**src/rtl/core/srfl_pkg.sv**
```systemverilog
// shared types, constants and helpers for the sorted range floor lookup
package srfl_pkg;

  localparam int TABLE_DEPTH = 4096;
  localparam int IDX_W       = $clog2(TABLE_DEPTH);
  localparam int CNT_W       = $clog2(TABLE_DEPTH + 1);
  localparam int ADDR_W      = 64;
  localparam int OUT_IDX_W   = 12;

  typedef enum logic [1:0] {
    FUNC_CLEAR  = 2'd0,
    FUNC_APPEND = 2'd1,
    FUNC_LOOKUP = 2'd2,
    FUNC_RSVD   = 2'd3
  } func_t;

  typedef enum logic [2:0] {
    ST_OK       = 3'd0,
    ST_NOTFOUND = 3'd1,
    ST_DUP      = 3'd2,
    ST_ORDER    = 3'd3,
    ST_FULL     = 3'd4
  } status_t;

  typedef enum logic [1:0] {
    S_IDLE,
    S_FIRST,
    S_STEP
  } srch_state_t;

  typedef struct packed {
    func_t             func;
    logic [ADDR_W-1:0] entry_addr;
    logic [ADDR_W-1:0] query_ip;
  } in_item_t;

  typedef struct packed {
    status_t              status;
    logic [OUT_IDX_W-1:0] entry_index;
  } out_item_t;

  typedef struct packed {
    logic              go;
    logic [ADDR_W-1:0] query;
    logic [IDX_W-1:0]  hi;
  } srch_req_t;

  typedef struct packed {
    logic             busy;
    logic             done;
    logic             found;
    logic [IDX_W-1:0] index;
  } srch_rsp_t;

  typedef struct packed {
    logic             en;
    logic [IDX_W-1:0] addr;
  } ram_rd_t;

  function automatic logic [OUT_IDX_W-1:0] idx_out(input logic [IDX_W-1:0] i);
    logic [IDX_W+OUT_IDX_W-1:0] w;
    w = {{OUT_IDX_W{1'b0}}, i};
    return w[OUT_IDX_W-1:0];
  endfunction

endpackage

```
**src/rtl/core/srfl_search.sv**
```systemverilog
// binary search sequencer issuing one table read per step
module srfl_search (
  input  logic                      clk,
  input  logic                      rst,
  input  srfl_pkg::srch_req_t       req,
  input  logic [srfl_pkg::ADDR_W-1:0] last_addr,
  input  logic [srfl_pkg::ADDR_W-1:0] rdata,
  output srfl_pkg::ram_rd_t         rd,
  output srfl_pkg::srch_rsp_t       rsp
);
  import srfl_pkg::*;

  srch_state_t       state, state_next;
  logic [ADDR_W-1:0] query, query_next;
  logic [IDX_W-1:0]  lo, lo_next;
  logic [IDX_W-1:0]  hi, hi_next;
  logic [IDX_W-1:0]  mid, mid_next;
  logic [IDX_W-1:0]  step_lo, step_hi;
  logic [IDX_W:0]    mid_sum;
  logic              le;

  always_ff @(posedge clk) begin
    if (rst) begin
      state <= S_IDLE;
    end else begin
      state <= state_next;
    end
    query <= query_next;
    lo    <= lo_next;
    hi    <= hi_next;
    mid   <= mid_next;
  end

  always_comb begin
    state_next = state;
    query_next = query;
    lo_next    = lo;
    hi_next    = hi;
    mid_next   = mid;
    rd         = '0;
    rsp        = '0;
    rsp.busy   = (state != S_IDLE);
    le         = (rdata <= query);
    step_lo    = le ? mid : lo;
    step_hi    = le ? hi : mid;
    mid_sum    = {1'b0, lo} + {1'b0, hi};
    unique case (state)
      S_IDLE: begin
        if (req.go) begin
          query_next = req.query;
          lo_next    = '0;
          hi_next    = req.hi;
          rd.en      = 1'b1;
          rd.addr    = '0;
          state_next = S_FIRST;
        end
      end
      S_FIRST: begin
        if (query < rdata) begin
          rsp.done   = 1'b1;
          rsp.found  = 1'b0;
          state_next = S_IDLE;
        end else if (query >= last_addr) begin
          rsp.done   = 1'b1;
          rsp.found  = 1'b1;
          rsp.index  = hi;
          state_next = S_IDLE;
        end else if ((hi - lo) > IDX_W'(1)) begin
          mid_next   = mid_sum[IDX_W:1];
          rd.en      = 1'b1;
          rd.addr    = mid_sum[IDX_W:1];
          state_next = S_STEP;
        end else begin
          rsp.done   = 1'b1;
          rsp.found  = 1'b1;
          rsp.index  = lo;
          state_next = S_IDLE;
        end
      end
      S_STEP: begin
        lo_next = step_lo;
        hi_next = step_hi;
        mid_sum = {1'b0, step_lo} + {1'b0, step_hi};
        if ((step_hi - step_lo) > IDX_W'(1)) begin
          mid_next = mid_sum[IDX_W:1];
          rd.en    = 1'b1;
          rd.addr  = mid_sum[IDX_W:1];
        end else begin
          rsp.done   = 1'b1;
          rsp.found  = 1'b1;
          rsp.index  = step_lo;
          state_next = S_IDLE;
        end
      end
      default: begin
        state_next = S_IDLE;
      end
    endcase
  end

  a_step_bracket: assert property (@(posedge clk) disable iff (rst)
    (state == S_STEP) |-> (lo < mid && mid < hi))
    else $error("search bracket collapsed");

  a_step_reads: assert property (@(posedge clk) disable iff (rst)
    (state == S_STEP && !rsp.done) |-> (rd.en && state_next == S_STEP))
    else $error("search step without read");

endmodule

```
**config.mk**
```make
export PLATFORM = sky130hd
export DESIGN_NAME = srfl_search
export DESIGN_NICKNAME = d
export VERILOG_FILES = /design/src/rtl/core/srfl_pkg.sv /design/src/rtl/core/srfl_search.sv
export SDC_FILE = /design/constraint.sdc
export NUM_CORES = 1
export LEC_CHECK = 0
export ABC_AREA = 1
export BUFFER_PORTS_ARGS = -buffer_cell sky130_fd_sc_hd__buf_2
export CORE_ASPECT_RATIO = 1.5
export CORE_MARGIN = 2
export CORE_UTILIZATION = 51
export CTS_CLUSTER_SIZE = 25
export DETAILED_ROUTE_END_ITERATION = 8
export PLACE_DENSITY = 0.79
export SLEW_MARGIN = 10
export SYNTH_ARGS = -nofsm -noshare
export SYNTH_HDL_FRONTEND = slang
export SYNTH_SLANG_ARGS = --single-unit
export TNS_END_PERCENT = 20
```
**constraint.sdc**
```tcl
create_clock -name clk -period 4 [get_ports clk]
set_clock_uncertainty 0.1 [all_clocks]
set_input_delay 0.2 -clock clk [delete_from_list [all_inputs] [get_ports clk]]
set_output_delay 0.2 -clock clk [all_outputs]
set_load 0.005 [all_outputs]
```
==> results of run 1 <==
## Yosys cell counts (all sizes together) (10+ instances only)
master / n
buf: 20
nor2: 94
nor3: 13
nand3: 76
inv: 258
clkbuf: 10
ha: 178
xor2: 14
nand2: 368
nand4: 30
o21ai: 60
a21oi: 119
edfxtp: 100
## flip-flops by register name, indices dropped and copies added, names as in the netlist
signal and count:
hi 12, lo 12, mid 12, query 64, state 2
## cell type report
class                           count  area (sq um)
Multi-Input combinational cell   1004          6890
Inverter                          258           973
Fill cell                        1331          5120
Sequential cell                   102          3040
Clock buffer                       11           243
Antenna cell                        4          10.0
Clock inverter                      5          81.3
Tap cell                          264           330
Timing Repair Buffer              508          3490
## cells in the final DEF, fill, tap and decap left out, types with 8 or more instances in the layout
cell / count
nand2_2: 27
ha_1: 157
o21ai_0: 41
o21ai_2: 10
inv_2: 15
nor2_1: 82
buf_6: 8
dlygate4sd3_1: 65
o21ai_1: 8
nand4_1: 29
a21oi_1: 93
edfxtp_1: 100
inv_1: 242
o21a_1: 8
buf_4: 194
nand3_1: 55
nand2_1: 338
buf_2: 235
clkbuf_16: 9
a21oi_2: 25
nand3_2: 16
ha_4: 19
xor2_1: 13
## logic make-up after synthesis
logic type / Yosys count
AO/OA/AOI/OAI: 209
buffers and inverters: 288
flip-flops: 102
adder cells (fa/ha/maj): 182
XOR/XNOR: 16
AND/OR/NAND/NOR: 597
## power breakdown
part	internal, mW	switching [mW]
clock	0.568	0.416
sequential	1.41	0.123
combinational	1.98	2.51
total	3.96	3.05
## timing repair
action,in CTS,in global routing
pin swaps,27,25
resized for setup,138,31
endpoints found under the hold margin,65,0
endpoints found under the setup margin,50,51
hold buffers,65,0
buffers inserted,24,7
cloned,1,0
## worst reg2reg max path, stage by stage, from the launching register on
cell	delay, ns
edfxtp_1	0.50
ha_4	0.33
nand2_1	0.09
nor2_1	0.13
and2_4	0.17
nor3b_4	0.20
buf_6	0.13
nand3_4	0.08
nand3_4	0.19
or2_4	0.18
o21ai_4	0.07
ha_4	0.18
fa_2	0.40
inv_2	0.08
nand3_2	0.09
nand3_4	0.09
nand4_1	0.11
nand2_1	0.12
xor2_2	0.18
nor2_4	0.06
nand4_4	0.13
nor2_8	0.04
buf_2	0.18
inv_1	0.09
nand2_1	0.09
nor2_4	0.14
buf_12	0.15
## per-stage QoR
step                      instance area (sq um)  hold WS (ns)  worst slack [ns]  setup TNS, ns   util
final                                     15100        0.0244            -0.938         -31.62  0.746
after floorplan                           10400         0.169           0.00362              0      -
after CTS                                 14800        0.0178            -0.705         -20.72  0.734
after global placement                    13100         0.272            -0.532         -20.49  0.649
after global routing                      15100        0.0257             -1.12         -41.11  0.746
after detailed placement                  13100         0.278            -0.671         -26.29  0.649
## per-layer routing
layer  GRT usage  share of wire  vias up
met5           0              0        -
met4       0.220          0.073        0
met3      0.0496          0.064      237
met2       0.677           0.53      706
met1       0.330           0.34     5532
li1            -              -     5538
## path summary, 6_finish.rpt
check                                      startpoint               endpoint  slack [ns]  depth (start not counted)
worst max register to register    query[27]$_DFFE_PP_       mid[1]$_DFFE_PP_       -0.60                         26
worst min-delay path                           req[9]        hi[9]$_DFFE_PP_        0.02                          3
worst min register to register  state[0]$_SDFFE_PP0P_  state[0]$_SDFFE_PP0P_        0.40                          2
worst max-delay path              query[27]$_DFFE_PP_                 rsp[3]       -0.94                         28
==> impl_metrics.json, run 1 <==
{
  "synth_edf_count": 100,
  "fmax_ghz": 0.203,
  "synth_top_area_cell": "edfxtp_1",
  "clkTransAtPathRegs_ns": 0.08,
  "dpl.hpwl_mm": 26.9,
  "clock_sinks": 102,
  "die_w_microns": 121,
  "layout_min_cycle_time_ns": 4.94,
  "hp-class": "in -> reg",
  "ys_types": 44,
  "insertion_delay_ns": 0.35,
  "wirelength_mm": 39.7,
  "cts_root_buf": "clkbuf_16",
  "yosysWarnings": 0,
  "path_max_fanout": 6,
  "wl_per_cell_microns": 18.4,
  "synth_area_leaders": "edfxtp_1 29%, ha_1 21%, nand2_1 13%, inv_1 9.1%, a21oi_1 5.1%",
  "rsz0062_at_grt": "yes",
  "die_y_microns": 179,
  "hold_viol_final": 0,
  "antenna_found_initial": 0,
  "p_leak_nw": 7.93,
  "yosys.area_share.adder": 0.222,
  "cap_violations": 0,
  "grt_pass1_vias": 12100,
  "fin_crit_sh": 1.23,
  "cts_tree": "yes",
  "cp_num_buf_inv": 5,
  "power.total_mw": 7.01,
  "port_buffers": 234,
  "synth_xor_area_frac": 0.0135,
  "setup_violations": 50,
  "synth_cells": 1394,
  "async_flop_share": 0,
  "maxSlewHeadroom": 0.430,
  "drive_above_1_share": 0.329,
  "violations": "setup timing",
  "slew_violations": 0,
  "slowest_delay_ns": 0.50,
  "cp.arrival_ns": 4.64,
  "required_ns": 3.70,
  "synth-compound-area-share": 0.112,
  "clk_path_buf_depth": 2,
  "grt-ovfl-total": 0,
  "status": "finished with violations",
  "ys_ff_latch": 102,
  "setup_slack_ns": -0.938,
  "die_area_sq_um": 21600,
  "grt_pass1_wl_mm": 58.0,
  "place_inst": 2039,
  "endpoint_kind": "output port",
  "path_delay_family": "simple AND/OR/NAND/NOR gates",
  "ant_nets": 0,
  "ir_worst_vdd_v": 0.000479,
  "drc": 0,
  "tightestPinTransition_ns": 0.853,
  "synth_simple_gate_area_frac": 0.251,
  "stdcell_count": 2156,
  "num_rows": 64,
  "cp-start-kind": "flop",
  "firstDrtPassIters": 5,
  "syn_nets": 1783,
  "core_area_sq_um": 20200,
  "area_delta_synth_final_pct": 44.8,
  "numCtsBuffers": 9,
  "critPathKind": "reg -> out",
  "vias_per_cell": 5.57,
  "grt_max_degree": 38,
  "p_per_area_nw_per_um2": 465,
  "synth.area.mux_share": 0,
  "synthDominantCellAreaShare": 0.289,
  "io_pins": 235,
  "synthFlopType": "edfxtp_1",
  "gp_congestion": 0.957,
  "cp_slowest_cell": "edfxtp_1",
  "avgSynthCellArea_sq_um": 7.46,
  "nets": 2272,
  "synth_top_family_by_area": "simple AND/OR/NAND/NOR gates",
  "netlist_area_sq_um": 10400,
  "dr.first_iter.drc_count": 979,
  "track_usage": 0.345,
  "h-tree-depth": 3,
  "start_util": 0.516,
  "seq_area_frac_synth": 0.293,
  "via_count": 12000
}
(Power assumes the default switching activity.)
==> run 2, diff against run 1 <==
--- a/config.mk
+++ b/config.mk
@@ -12,6 +12,8 @@
 export CORE_UTILIZATION = 51
 export CTS_CLUSTER_SIZE = 25
 export DETAILED_ROUTE_END_ITERATION = 8
+export GPL_TIMING_DRIVEN = 0
+export MAX_ROUTING_LAYER = met4
 export PLACE_DENSITY = 0.79
 export SLEW_MARGIN = 10
 export SYNTH_ARGS = -nofsm -noshare
==> run 2 against run 1 <==
The flow still finishes with violations (setup timing). Fmax decreased by 2.6%. Die area unchanged. Highest routed layer unchanged. Combinational power decreased by 9.2%. Critical path depth decreased by 4. Routed wire length decreased by 7.7%. Flip-flop and latch count unchanged. Global-route usage decreased by 2.2 points. Final cell count decreased by 6.0%. Register-to-register slack about the same. Sequential share of layout area increased by 1.0 points. Core utilization decreased by 3.5 points. First-iteration DRC count decreased by 5.2%. Critical endpoint is now rsp[6].
==> impl_metrics.json, run 2 (same netlist as run 1, synthesis figures left out) <==
{
  "area_delta_synth_final_pct": 37.9,
  "tightestPinTransition_ns": 0.863,
  "cp_common_cell": "nand3_4",
  "nets": 2145,
  "reg2reg_to": "mid[2]$_DFFE_PP_",
  "fmax_ghz": 0.197,
  "p_per_area_nw_per_um2": 453,
  "grt_pass1_vias": 11300,
  "use_met3": 0.0385,
  "reg2reg_from": "query[43]$_DFFE_PP_",
  "wirelength_mm": 36.6,
  "fin_tns_setup_ns": -35.94,
  "clkTransAtPathRegs_ns": 0.07,
  "clock_sinks": 102,
  "cts_root_buf": "clkbuf_16",
  "num_rows": 64,
  "cts_tree": "yes",
  "ir_worst_vdd_v": 0.000413,
  "grt_max_degree": 65,
  "track_usage": 0.323,
  "die_w_microns": 121,
  "use_met1": 0.289,
  "top_register": "query",
  "most-common-layout-cells": "321 x nand2_1, 246 x inv_1, 240 x buf_2, 160 x ha_1, 100 x edfxtp_1",
  "firstDrtPassIters": 6,
  "hold_viol_final": 0,
  "antenna_found_initial": 1,
  "die_y_microns": 179,
  "cp_cell_sequence": "ha_4 > nand4_1 > nor3_4 > nand3_4 > nor3_4 > nand2_4 > nand3_4 > buf_6 > clkbuf_16 > o21ai_4 > ha_4 > a21oi_4 > nand2_4 > nand2_2 > nand2_2 > xor2_2 > nand3_2 > nor2_4 > nand4_4 > nor2_8 > clkbuf_16 > nand3_4 > a21oi_2 > buf_2",
  "insertion_delay_ns": 0.36,
  "grt_use_met2": 0.622,
  "grt-ovfl-total": 0,
  "cp_slowest_cell": "edfxtp_1",
  "wl_per_cell_microns": 18.1,
  "slew_violations": 0,
  "drc": 0,
  "die_area_sq_um": 21600,
  "core_area_sq_um": 20200,
  "status": "finished with violations",
  "cap_violations": 0,
  "io_pins": 235,
  "path_max_fanout": 6,
  "endpoint_kind": "output port",
  "via_count": 11200,
  "hold_end": "hi[5]$_DFFE_PP_",
  "p_leak_nw": 7.36,
  "dpl.hpwl_mm": 25.4,
  "largest_reg_flops": 64,
  "hold_start": "req[5]",
  "start_util": 0.516,
  "slowest_delay_ns": 0.44,
  "grt.busiest_layer": "met2",
  "critPathKind": "reg -> out",
  "maxSlewHeadroom": 0.425,
  "h-tree-depth": 3,
  "gp_congestion": 0.993,
  "rrSetupSlack_ns": -0.61,
  "clk_path_buf_depth": 2,
  "rsz0062_at_grt": "yes",
  "startpoint": "query[43]$_DFFE_PP_",
  "min_path_cells": 3,
  "hp-class": "in -> reg",
  "fin_crit_sh": 1.27,
  "dr.first_iter.drc_count": 928,
  "rr_worst_depth": 25,
  "numCtsBuffers": 9,
  "grt_pass1_wl_mm": 52.6,
  "cp.arrival_ns": 4.77,
  "cp-start-kind": "flop",
  "vias_per_cell": 5.51,
  "port_buffers": 234,
  "hold_slack_ns": 0.0145,
  "final_common_cell": "nand2_1",
  "layout_min_cycle_time_ns": 5.07,
  "drive_above_1_share": 0.288,
  "required_ns": 3.70,
  "setup_slack_ns": -1.07,
  "ant_nets": 0,
  "violations": "setup timing",
  "setup_violations": 50
}
[run 2: cell types whose count changed in the layout (fill, tap and decap cells not counted), sizes merged]
cell | before | now
clkinv | 1 | 2
buf | 443 | 304
diode | 4 | 1
inv | 259 | 258
bufinv | 2 | 1
clkbuf | 11 | 24
[run 2: layout make-up]
| class | count | area, sq um |
|---|---|---|
| multi-input combinational | 1004 | 7160 |
| fill | 1465 | 5830 |
| sequential | 102 | 3040 |
| timing repair buffer | 351 | 2310 |
| inverter | 258 | 978 |
| tap | 264 | 330 |
| buffer | 30 | 243 |
| clock buffer | 12 | 236 |
| clock inverter | 4 | 47.5 |
| antenna | 1 | 2.50 |
[run 2: metal layers]
| metal | routed length (microns) | vias up |
|---|---|---|
| met1 | 12100 | 5065 |
| met5 | 0 | - |
| met4 | 3160 | 0 |
| met2 | 19200 | 577 |
| met3 | 2120 | 239 |
| li1 | - | 5284 |
[run 2: how the worst max path moves through the flow]
stage	slack, ns	end
CTS	-0.93	rsp[5]
detailed placement	-1.23	rsp[5]
finish	-1.07	rsp[6]
floorplan	0.004	mid[0]$_DFFE_PP_
global placement	-1.18	rsp[5]
global route	-1.20	rsp[3]
[run 2: what timing repair did]
action                                  CTS  global route
endpoints found under the setup margin   51            51
hold buffers                             65             0
pin swaps                                42            43
setup buffers                            28            18
gates resized for setup                 150            88
endpoints found under the hold margin    66             0
cloned                                    2             2
[run 2: per-stage QoR]
stage | cell area, sq um | setup slack [ns] | cells | utilization | total power [mW]
floorplan | 10400 | 0.00362 | 1394 | - | 3.62
global placement | 11900 | -1.18 | 1892 | 0.591 | 4.41
detailed placement | 12000 | -1.23 | 1894 | 0.593 | 4.48
CTS | 13700 | -0.934 | 2005 | 0.681 | 5.92
global route | 14300 | -1.20 | 2026 | 0.711 | 6.89
finish | 14300 | -1.07 | 2026 | 0.711 | 6.50
[run 2: critical path, delay by kind of cell, from the launching register on]
family / cells / cell delay (ns)
simple gates: 14 / 2.07
xor+xnor: 1 / 0.14
fa+ha+maj: 2 / 0.61
buf+inv: 4 / 0.68
flops: 1 / 0.44
compound gates: 3 / 0.47
[run 2: report_power, final]
group	internal, mW	switching (mW)
Sequential	1.41	0.113
Clock	0.485	0.418
Combinational	1.56	2.51
Total	3.45	3.04
